File: src/hdl/fpa_pkg.sv
`timescale 1ns / 1ps
`default_nettype none

package fpa_pkg;

    // Operation codes carried in the mode field.
    localparam logic [3:0] MODE_ADD     = 4'd0;
    localparam logic [3:0] MODE_SUB     = 4'd1;
    localparam logic [3:0] MODE_MUL     = 4'd2;
    localparam logic [3:0] MODE_DIV     = 4'd3;
    localparam logic [3:0] MODE_MIN     = 4'd4;
    localparam logic [3:0] MODE_MAX     = 4'd5;
    localparam logic [3:0] MODE_INC     = 4'd6;
    localparam logic [3:0] MODE_DEC     = 4'd7;
    localparam logic [3:0] MODE_TO_FIX  = 4'd8;
    localparam logic [3:0] MODE_TO_INT  = 4'd9;

    localparam int WORD_W = 32;

    // Input word.
    typedef struct packed {
        logic [3:0]         mode;
        logic signed [31:0] operand_a;
        logic signed [31:0] operand_b;
    } t_in_word;

    // Result word.
    typedef struct packed {
        logic signed [31:0] result_value;
        logic               a_less_b;
        logic               a_equal_b;
        logic               a_greater_b;
        logic               divide_by_zero;
    } t_out_word;

endpackage

`default_nettype wire

File: src/hdl/fpa_div_cell.sv
`timescale 1ns / 1ps
`default_nettype none

// One restoring-division step on magnitudes, registered. The quotient bits
// fill in from the bottom while the dividend bits shift out of the top.
module fpa_div_cell
    import fpa_pkg::*;
#(
    parameter int DVD_W = 40,
    parameter int SIDE_W = 40
) (
    input  wire logic              i_clk,
    input  wire logic              i_en,
    input  wire logic [WORD_W:0]   i_rem,
    input  wire logic [DVD_W-1:0]  i_dvd,
    input  wire logic [WORD_W-1:0] i_dsr,
    input  wire logic [SIDE_W-1:0] i_side,
    output      logic [WORD_W:0]   o_rem,
    output      logic [DVD_W-1:0]  o_dvd,
    output      logic [WORD_W-1:0] o_dsr,
    output      logic [SIDE_W-1:0] o_side
);

    logic [WORD_W:0]   n_rem;
    logic [WORD_W+1:0] w_trial;
    logic [WORD_W+1:0] w_shift;
    logic [DVD_W-1:0]  n_dvd;

    // Shift one dividend bit into the remainder and try the subtraction.
    always_comb begin
        w_shift = {i_rem, i_dvd[DVD_W-1]};
        w_trial = w_shift - {2'b00, i_dsr};
        if (!w_trial[WORD_W+1]) begin
            n_rem = w_trial[WORD_W:0];
            n_dvd = {i_dvd[DVD_W-2:0], 1'b1};
        end else begin
            n_rem = w_shift[WORD_W:0];
            n_dvd = {i_dvd[DVD_W-2:0], 1'b0};
        end
    end

    always_ff @(posedge i_clk) begin
        if (i_en) begin
            o_rem  <= n_rem;
            o_dvd  <= n_dvd;
            o_dsr  <= i_dsr;
            o_side <= i_side;
        end
    end

endmodule

`default_nettype wire
File: config.mk
export PLATFORM = sky130hd
export DESIGN_NAME = fpa_div_cell
export DESIGN_NICKNAME = d
export VERILOG_FILES = /design/src/hdl/fpa_pkg.sv /design/src/hdl/fpa_div_cell.sv
export SDC_FILE = /design/constraint.sdc
export NUM_CORES = 1
export LEC_CHECK = 0
export ABC_CLOCK_PERIOD_IN_PS = 8970
export BUFFER_PORTS_ARGS = -buffer_cell sky130_fd_sc_hd__buf_2
export CORE_MARGIN = 5
export CORE_UTILIZATION = 35
export DETAILED_ROUTE_END_ITERATION = 7
export PLACE_DENSITY_LB_ADDON = 0.25
export SETUP_SLACK_MARGIN = 0.4
export SKIP_LAST_GASP = 1
export SLEW_MARGIN = 20
export SYNTH_ARGS = -nofsm -noshare
export SYNTH_HDL_FRONTEND = slang
export SYNTH_SLANG_ARGS = --single-unit
File: constraint.sdc
create_clock -name i_clk -period 8.97 [get_ports i_clk]
set_input_delay 0.897 -clock i_clk [delete_from_list [all_inputs] [get_ports i_clk]]
set_output_delay 0.897 -clock i_clk [all_outputs]
set_load 0.03 [all_outputs]
==> Yosys cells after proc, flatten, opt, wreduce, memory -nomap -nowiden <==
Index checks and enable logic that the tools add are counted.
{ "word_totals": {"ff_bits": 145, "inputBits": 147, "output_inout_bits": 145, "word_cells": 7} }
{ "classes": {"n_addsub": 1, "n_mux": 2} }
{ "op_table": {"columns": ["operator", "count"], "rows": [
  ["$sub 34x32->34", 1],
  ["$mux 33", 1],
  ["$mux 1", 1]
]} }

==> Longest topological paths before layout <==
Gate-level depths: netlist of run 1.
{ "depth": {"depth_word": 2, "depth_mapped": 15, "ltp_nobuf": 12} }

==> Worst setup path after synthesis of run 1 <==
Ideal clock, no wire load.
{ "synth_path": {"path_kind": "input-to-reg", "from": "input i_dsr[6]", "to": "register o_rem[10] (data pin)", "setup_ns": 0.260, "t_arrival_ns": 3.270, "required_ns": 8.710, "setup_slack_ns": 5.440, "stages": 13, "path_buffers": 2, "cell_sequence": "inv_1 ha_1 a21o_1 a32o_1 o211ai_2 o2111a_2 nor2_4 a22o_4 or2_1 buf_6 inv_6 buf_8 mux2_4"} }
{ "synth_between": {"elab_chain_len": 2} }
{ "synth_lines": {"columns": ["element", "line", "rtl"], "rows": [
  ["start, declared", "fpa_div_cell.sv:16", "input wire logic [WORD_W-1:0] i_dsr,"],
  ["$sub 34x32->34", "fpa_div_cell.sv:32", "w_trial = w_shift - {2'b00, i_dsr};"],
  ["$mux 33", "fpa_div_cell.sv:33", "if (!w_trial[WORD_W+1]) begin"],
  ["net n_rem[10]", "fpa_div_cell.sv:24", "logic [WORD_W:0] n_rem;"],
  ["end signal, assigned", "fpa_div_cell.sv:44", "o_rem <= n_rem;"],
  ["end, declared", "fpa_div_cell.sv:18", "output logic [WORD_W:0] o_rem,"]
]} }
The timed path passes the listed nets, and every way through them passes these cells.
A chain may end at the register's enable or synchronous reset.

==> Worst setup path in the final report of run 1 <==
{ "layout_path": {"from": "input i_dsr[12]", "to": "register o_rem[6] (data pin)"} }
Same word-level chain as after synthesis.

==> flow_metrics.py, run 1 <==
metrics = {
    "clocking": {
        "cts_max_level": 4,
        "cts-root-buf": "clkbuf_16",
        "cts_hold_buf": 0,
        "cts_buffers": 17,
        "cts_buffer_depth": 2,
        "clk_pin_slew_ns": 0.07,
        "postCtsSetupBuffers": 0,
        "cts_resized": 0,
        "cts_tree": "built",
        "clock_sinks": 145,
    },
    "logic_synthesis": {
        "synth.top_cell.area_share_pct": 65.4,
        "ys_types": 58,
        "yosys_warnings": 0,
        "synth_area_leaders": "edfxtp_1 (65%), ha_1 (6.0%), mux2_4 (4.3%), inv_1 (2.4%), xnor2_1 (2.4%)",
        "postSynthAreaPerCell_um2": 14.9,
        "netlist_instances": 446,
        "syn-cell-area_mm2": 0.00666,
        "synth_ff_type": "edfxtp_1",
        "synth_edf_count": 145,
        "synth_nets": 626,
        "ys_seq_area_share_pct": 65.4,
        "synthArstFlopShare_pct": 0,
        "yosys_register_bits": 145,
        "synth_area_leader_cell": "edfxtp_1",
    },
    "finish": {
        "final_common_cell": "buf_2",
        "nets": 929,
        "final_cells": 998,
        "nFillCells": 1695,
        "synthToLayoutAreaGrowth_pct": 34.9,
        "fin_area_mm2": 0.00898,
        "final_cell_mix": "buf_2 (290), edfxtp_1 (145), inv_1 (42)",
        "layout-drive-gt1-share_pct": 46.7,
        "final_util_pct": 48.0,
    },
    "place": {
        "place_area_mm2": 0.00836,
        "port_buffers": 291,
        "gp_congestion": 0.777,
        "dpl.cell_count": 964,
        "place_ws_ns": 4.88,
        "dp_hpwl_mm": 14.5,
    },
    "route": {
        "drtAntennaViolNets": 0,
        "drt-vias-per-instance": 4.86,
        "drt_iter0_drc": 175,
        "wl_met1_mm": 7.30,
        "wl_per_cell_um": 18.4,
        "dr.pass1.iters": 4,
        "highest_layer": "met5",
        "via_count": 4849,
        "drc_errors": 0,
        "route.met3.wl_mm": 1.69,
        "drt-total-wl_mm": 18.4,
        "wl_met2_mm": 9.17,
    },
    "global_route": {
        "grt_pass1_vias": 5150,
        "grt_pass1_wl_mm": 27.8,
        "overflow": 0,
        "grt_max_degree": 90,
        "antenna_found_initial": 6,
        "grt_usage_pct": 16.4,
    },
    "power_and_ir_drop": {
        "vdd_drop_max_mv": 0.131,
        "power_density_mw_per_mm2": 224,
        "leakage_nw": 4.03,
        "power_mw": 2.01,
    },
    "worst_hold_path": {
        "hp-class": "input port to flop",
    },
    "worst_setup_path": {
        "cp_max_fo": 25,
        "cp.required_ns": 9.13,
        "cp_cell_sequence": "buf_2 -> inv_1 -> ha_1 -> a21oi_1 -> o21ai_1 -> o211ai_1 -> a21o_1 -> o2111a_2 -> nor2_4 -> a211oi_4 -> or2_1 -> inv_6 -> mux2_1",
        "startpoint_type": "input port",
        "startpoint": "i_dsr[12]",
        "cp_slowest_cell": "a211oi_4",
        "critPathKind": "input port to flop",
        "worstPathArrival_ns": 3.83,
        "slowest_delay_ns": 0.42,
        "worstSetupEndpoint": "o_rem[6]",
        "critPathCaptureType": "flop",
    },
    "sta": {
        "layout_setup_ws_ns": 5.30,
        "hold_viol": 0,
        "slew_headroom_pct": 46.6,
        "worst_slew_pin_slew_ns": 0.802,
        "rsz0062_at_grt": "no",
        "period_share_pct": 41.0,
        "hold_slack_ns": 0.650,
        "fmax_ghz": 0.272,
        "fin_setup_tns_ns": 0,
        "min_period_ns": 3.67,
        "slew_violations": 0,
        "setup_violations": 0,
    },
    "status": {
        "status": "finished, final reports clean",
    },
    "floorplan": {
        "row_count": 50,
        "ios": 292,
        "die_h_um": 148,
        "core_mm2": 0.0187,
        "start_util_pct": 35.6,
        "die-area_mm2": 0.0219,
        "die_x_um": 148,
    },
    "flow_run": {
        "cap_violations": 0,
    },
}
## routing by layer
layer | vias to the layer above | global-route usage (%)
met5 | - | 0
met4 | 8 | 5.31
met3 | 24 | 6.13
met2 | 202 | 28.4
met1 | 2306 | 18.9
li1 | 2309 | -
## report_power, final
| group | internal, mW | total [mW] | switching [mW] |
|---|---|---|---|
| combinational | 0.154 | 0.434 | 0.281 |
| clock | 0.425 | 0.737 | 0.312 |
| sequential | 0.824 | 0.840 | 0.0161 |
| total | 1.40 | 2.01 | 0.608 |
## registers in the layout, summed over array words and instances (netlist names)
register,flops
o_dvd,40
o_dsr,32
o_side,40
o_rem,33
## critical path: cells and delay by family
kind	cells	cell delay, ns
and+or+nand+nor	2	0.48
buffers and inverters	3	0.34
muxes	1	0.35
adders and majority gates	1	0.35
AOI/OAI and AO/OA	6	1.40
## worst min-delay path by stage
stage | start | endpoint | cells past startpoint
CTS | i_side[0] | o_side[0] | 1
finish | i_dvd[34] | o_dvd[35] | 1
floorplan | i_dsr[0] | o_dsr[0] | 0
global placement | i_side[3] | o_side[3] | 1
global route | i_dvd[24] | o_dvd[25] | 1
detailed placement | i_dvd[7] | o_dvd[8] | 1
## area by class of cell
type,instances,area [µm²],share of cell area [%]
tap,234,293,3.26
multi-input combinational,250,2080,23.1
timing repair buffer,292,1470,16.4
sequential,145,4350,48.5
antenna,2,5.00,0.0557
clock buffer,17,425,4.73
inverter,43,166,1.85
clock inverter,15,191,2.13
## logic make-up after synthesis
logic type	Yosys count	synth area share, %
simple gates	60	4.83
mux	25	5.28
flops	145	65.4
xor+xnor	26	3.42
compound gates	106	11.3
buf+inv	51	3.44
fa+ha+maj	33	6.31
## cells in the mapped netlist, drive strengths merged (3+ instances only)
library cell,instances
a211oi,5
a21o,15
a21oi,23
a221o,3
a31oi,6
and3,5
buf,5
clkbuf,3
edfxtp,145
ha,32
inv,43
mux2,24
nand2,11
nand2b,5
nand3,5
nand4,3
nor2,12
nor2b,5
nor3,8
o211ai,3
o21a,4
o21ai,27
o31ai,4
xnor2,18
xor2,8
Note: power is estimated with default switching activity, not from simulation.
==> inputs of run 2 (changes only) <==
- ABC_CLOCK_PERIOD_IN_PS: 8970 -> 3300
- clock period: 8.97 -> 3.3 ns (I/O delays scaled with it)
==> run 2 against run 1 <==
- worst setup slack worse by 4.8 ns
- largest power group unchanged
- sequential share of layout area is 0.95 points lower
- die area stayed put
- routed wire length is 0.37% higher
==> flow_metrics.py, run 2 (same netlist as run 1, synthesis figures left out) <==
metrics = {
    "clocking": {
        "clk_pin_slew_ns": 0.07,
        "cts_max_level": 4,
        "cts_hold_buf": 0,
        "cts-root-buf": "clkbuf_16",
        "cts_buffers": 17,
        "cts_tree": "built",
        "cts_buffer_depth": 2,
        "clock_sinks": 145,
    },
    "floorplan": {
        "die_x_um": 148,
        "die_h_um": 148,
        "ios": 292,
        "die-area_mm2": 0.0219,
        "core_mm2": 0.0187,
        "row_count": 50,
        "start_util_pct": 35.6,
    },
    "finish": {
        "final_cell_mix": "buf_2 (290), edfxtp_1 (145), inv_1 (41)",
        "layout-drive-gt1-share_pct": 49.5,
        "nets": 945,
        "synthToLayoutAreaGrowth_pct": 37.6,
        "reg_top3": "o_dvd (40), o_side (40), o_rem (33)",
        "nFillCells": 1660,
        "antenna_cells": 0,
        "final_common_cell": "buf_2",
    },
    "global_route": {
        "overflow": 0,
        "grt_pass1_wl_mm": 27.8,
        "met1_usage_pct": 18.6,
        "use_met3_pct": 6.04,
        "grt_usage_pct": 16.4,
        "busiest_layer": "met2",
        "grt_pass1_vias": 5118,
        "antenna_found_initial": 4,
        "grtUsageMet2_pct": 29.0,
        "grt_max_degree": 78,
    },
    "sta": {
        "fin_setup_tns_ns": 0,
        "hold_viol": 0,
        "slew_headroom_pct": 62.0,
        "layout_setup_ws_ns": 0.505,
        "slew_violations": 0,
        "worst_slew_pin_slew_ns": 0.570,
        "period_share_pct": 84.7,
        "setup_violations": 0,
        "min_period_ns": 2.80,
        "rsz0062_at_grt": "yes",
        "fmax_ghz": 0.358,
    },
    "route": {
        "drt_iter0_drc": 209,
        "drt-vias-per-instance": 4.83,
        "wl_per_cell_um": 18.2,
        "drc_errors": 0,
        "drtAntennaViolNets": 0,
        "dr.pass1.iters": 4,
        "via_count": 4888,
        "drt-total-wl_mm": 18.5,
    },
    "worst_setup_path": {
        "startpoint": "i_dvd[39]",
        "cp_cell_sequence": "buf_2 -> inv_1 -> ha_1 -> fa_2 -> nand2b_4 -> a21oi_2 -> o41a_1 -> a31oi_4 -> o31ai_2 -> buf_4 -> a221o_1 -> a221o_1 -> nor3_2 -> xor2_1",
        "cp_slowest_cell": "o41a_1",
        "cp_max_fo": 5,
        "startpoint_type": "input port",
        "cp.buffers_inverters": 3,
        "slowest_delay_ns": 0.46,
        "cp_common_cell": "a221o_1",
        "cp.required_ns": 3.46,
        "critPathTopFamily": "compound AO/OA/AOI/OAI gates",
        "critPathKind": "input port to flop",
        "critPathCaptureType": "flop",
        "worstPathArrival_ns": 2.96,
    },
    "power_and_ir_drop": {
        "power.switching_mw": 1.69,
        "seq_power_share_pct": 42.4,
        "p_int_mw": 3.70,
        "power_density_mw_per_mm2": 587,
        "clockPowerShare_pct": 34.8,
        "switching_share_pct": 31.3,
        "p_comb_share_pct": 22.8,
        "vdd_drop_max_mv": 0.342,
        "leakage_nw": 4.10,
    },
    "worst_hold_path": {
        "hp-class": "input port to flop",
        "hold_path.startpoint": "i_side[3]",
    },
    "status": {
        "status": "finished, final reports clean",
    },
    "place": {
        "dp_hpwl_mm": 14.3,
        "port_buffers": 291,
        "gp_congestion": 0.807,
        "place_ws_ns": 0.0910,
    },
    "flow_run": {
        "cap_violations": 0,
    },
}
## run 2: stage by stage
| step | hold WS [ns] | std cells | utilization (%) | cell area, µm² | power [mW] |
|---|---|---|---|---|---|
| after global placement | 0.507 | 980 | 45.8 | 8570 | 3.54 |
| after CTS | 0.0592 | 1012 | 48.9 | 9140 | 5.45 |
| after detailed placement | 0.508 | 980 | 45.8 | 8570 | 3.56 |
| after global routing | 0.0557 | 1012 | 49.0 | 9170 | 5.63 |
| after floorplan | 0.429 | 446 | - | 6750 | 3.13 |
| final | 0.0833 | 1012 | 49.0 | 9170 | 5.38 |
## run 2: cell type report
type                       count  area [µm²]  area share [%]
timing repair buffer         308        1600            17.5
clock inverter                14         141            1.54
sequential                   145        4350            47.5
inverter                      43         174            1.90
tap                          234         293            3.19
clock buffer                  18         429            4.68
multi-input combinational    250        2170            23.7
## run 2: path summary, 6_finish.rpt
| check | to | slack (ns) | depth (start not counted) |
|---|---|---|---|
| worst max-delay path | o_rem[32] | 0.50 | 14 |
| worst min-delay path | o_side[3] | 0.08 | 1 |
## run 2: power by group through the flow
stage	clock, mW	sequential [mW]	combinational (mW)
2_1_floorplan	0	2.69	0.442
3_3_place_gp	0	2.32	1.22
3_5_place_dp	0	2.32	1.24
4_1_cts	1.92	2.28	1.24
5_1_grt	2.01	2.30	1.32
6_report	1.87	2.28	1.23
## run 2: per-layer routing
layer  vias up  wire length [µm]
li1       2342                 -
met1      2307              7200
met2       203              9340
met3        28              1640
met4         8               240
met5         -                36
## run 2: repair_timing
action / in CTS / in global routing
buffers inserted: 0 / 0
setup endpoints to repair: 0 / 2
gates resized for setup: 0 / 5
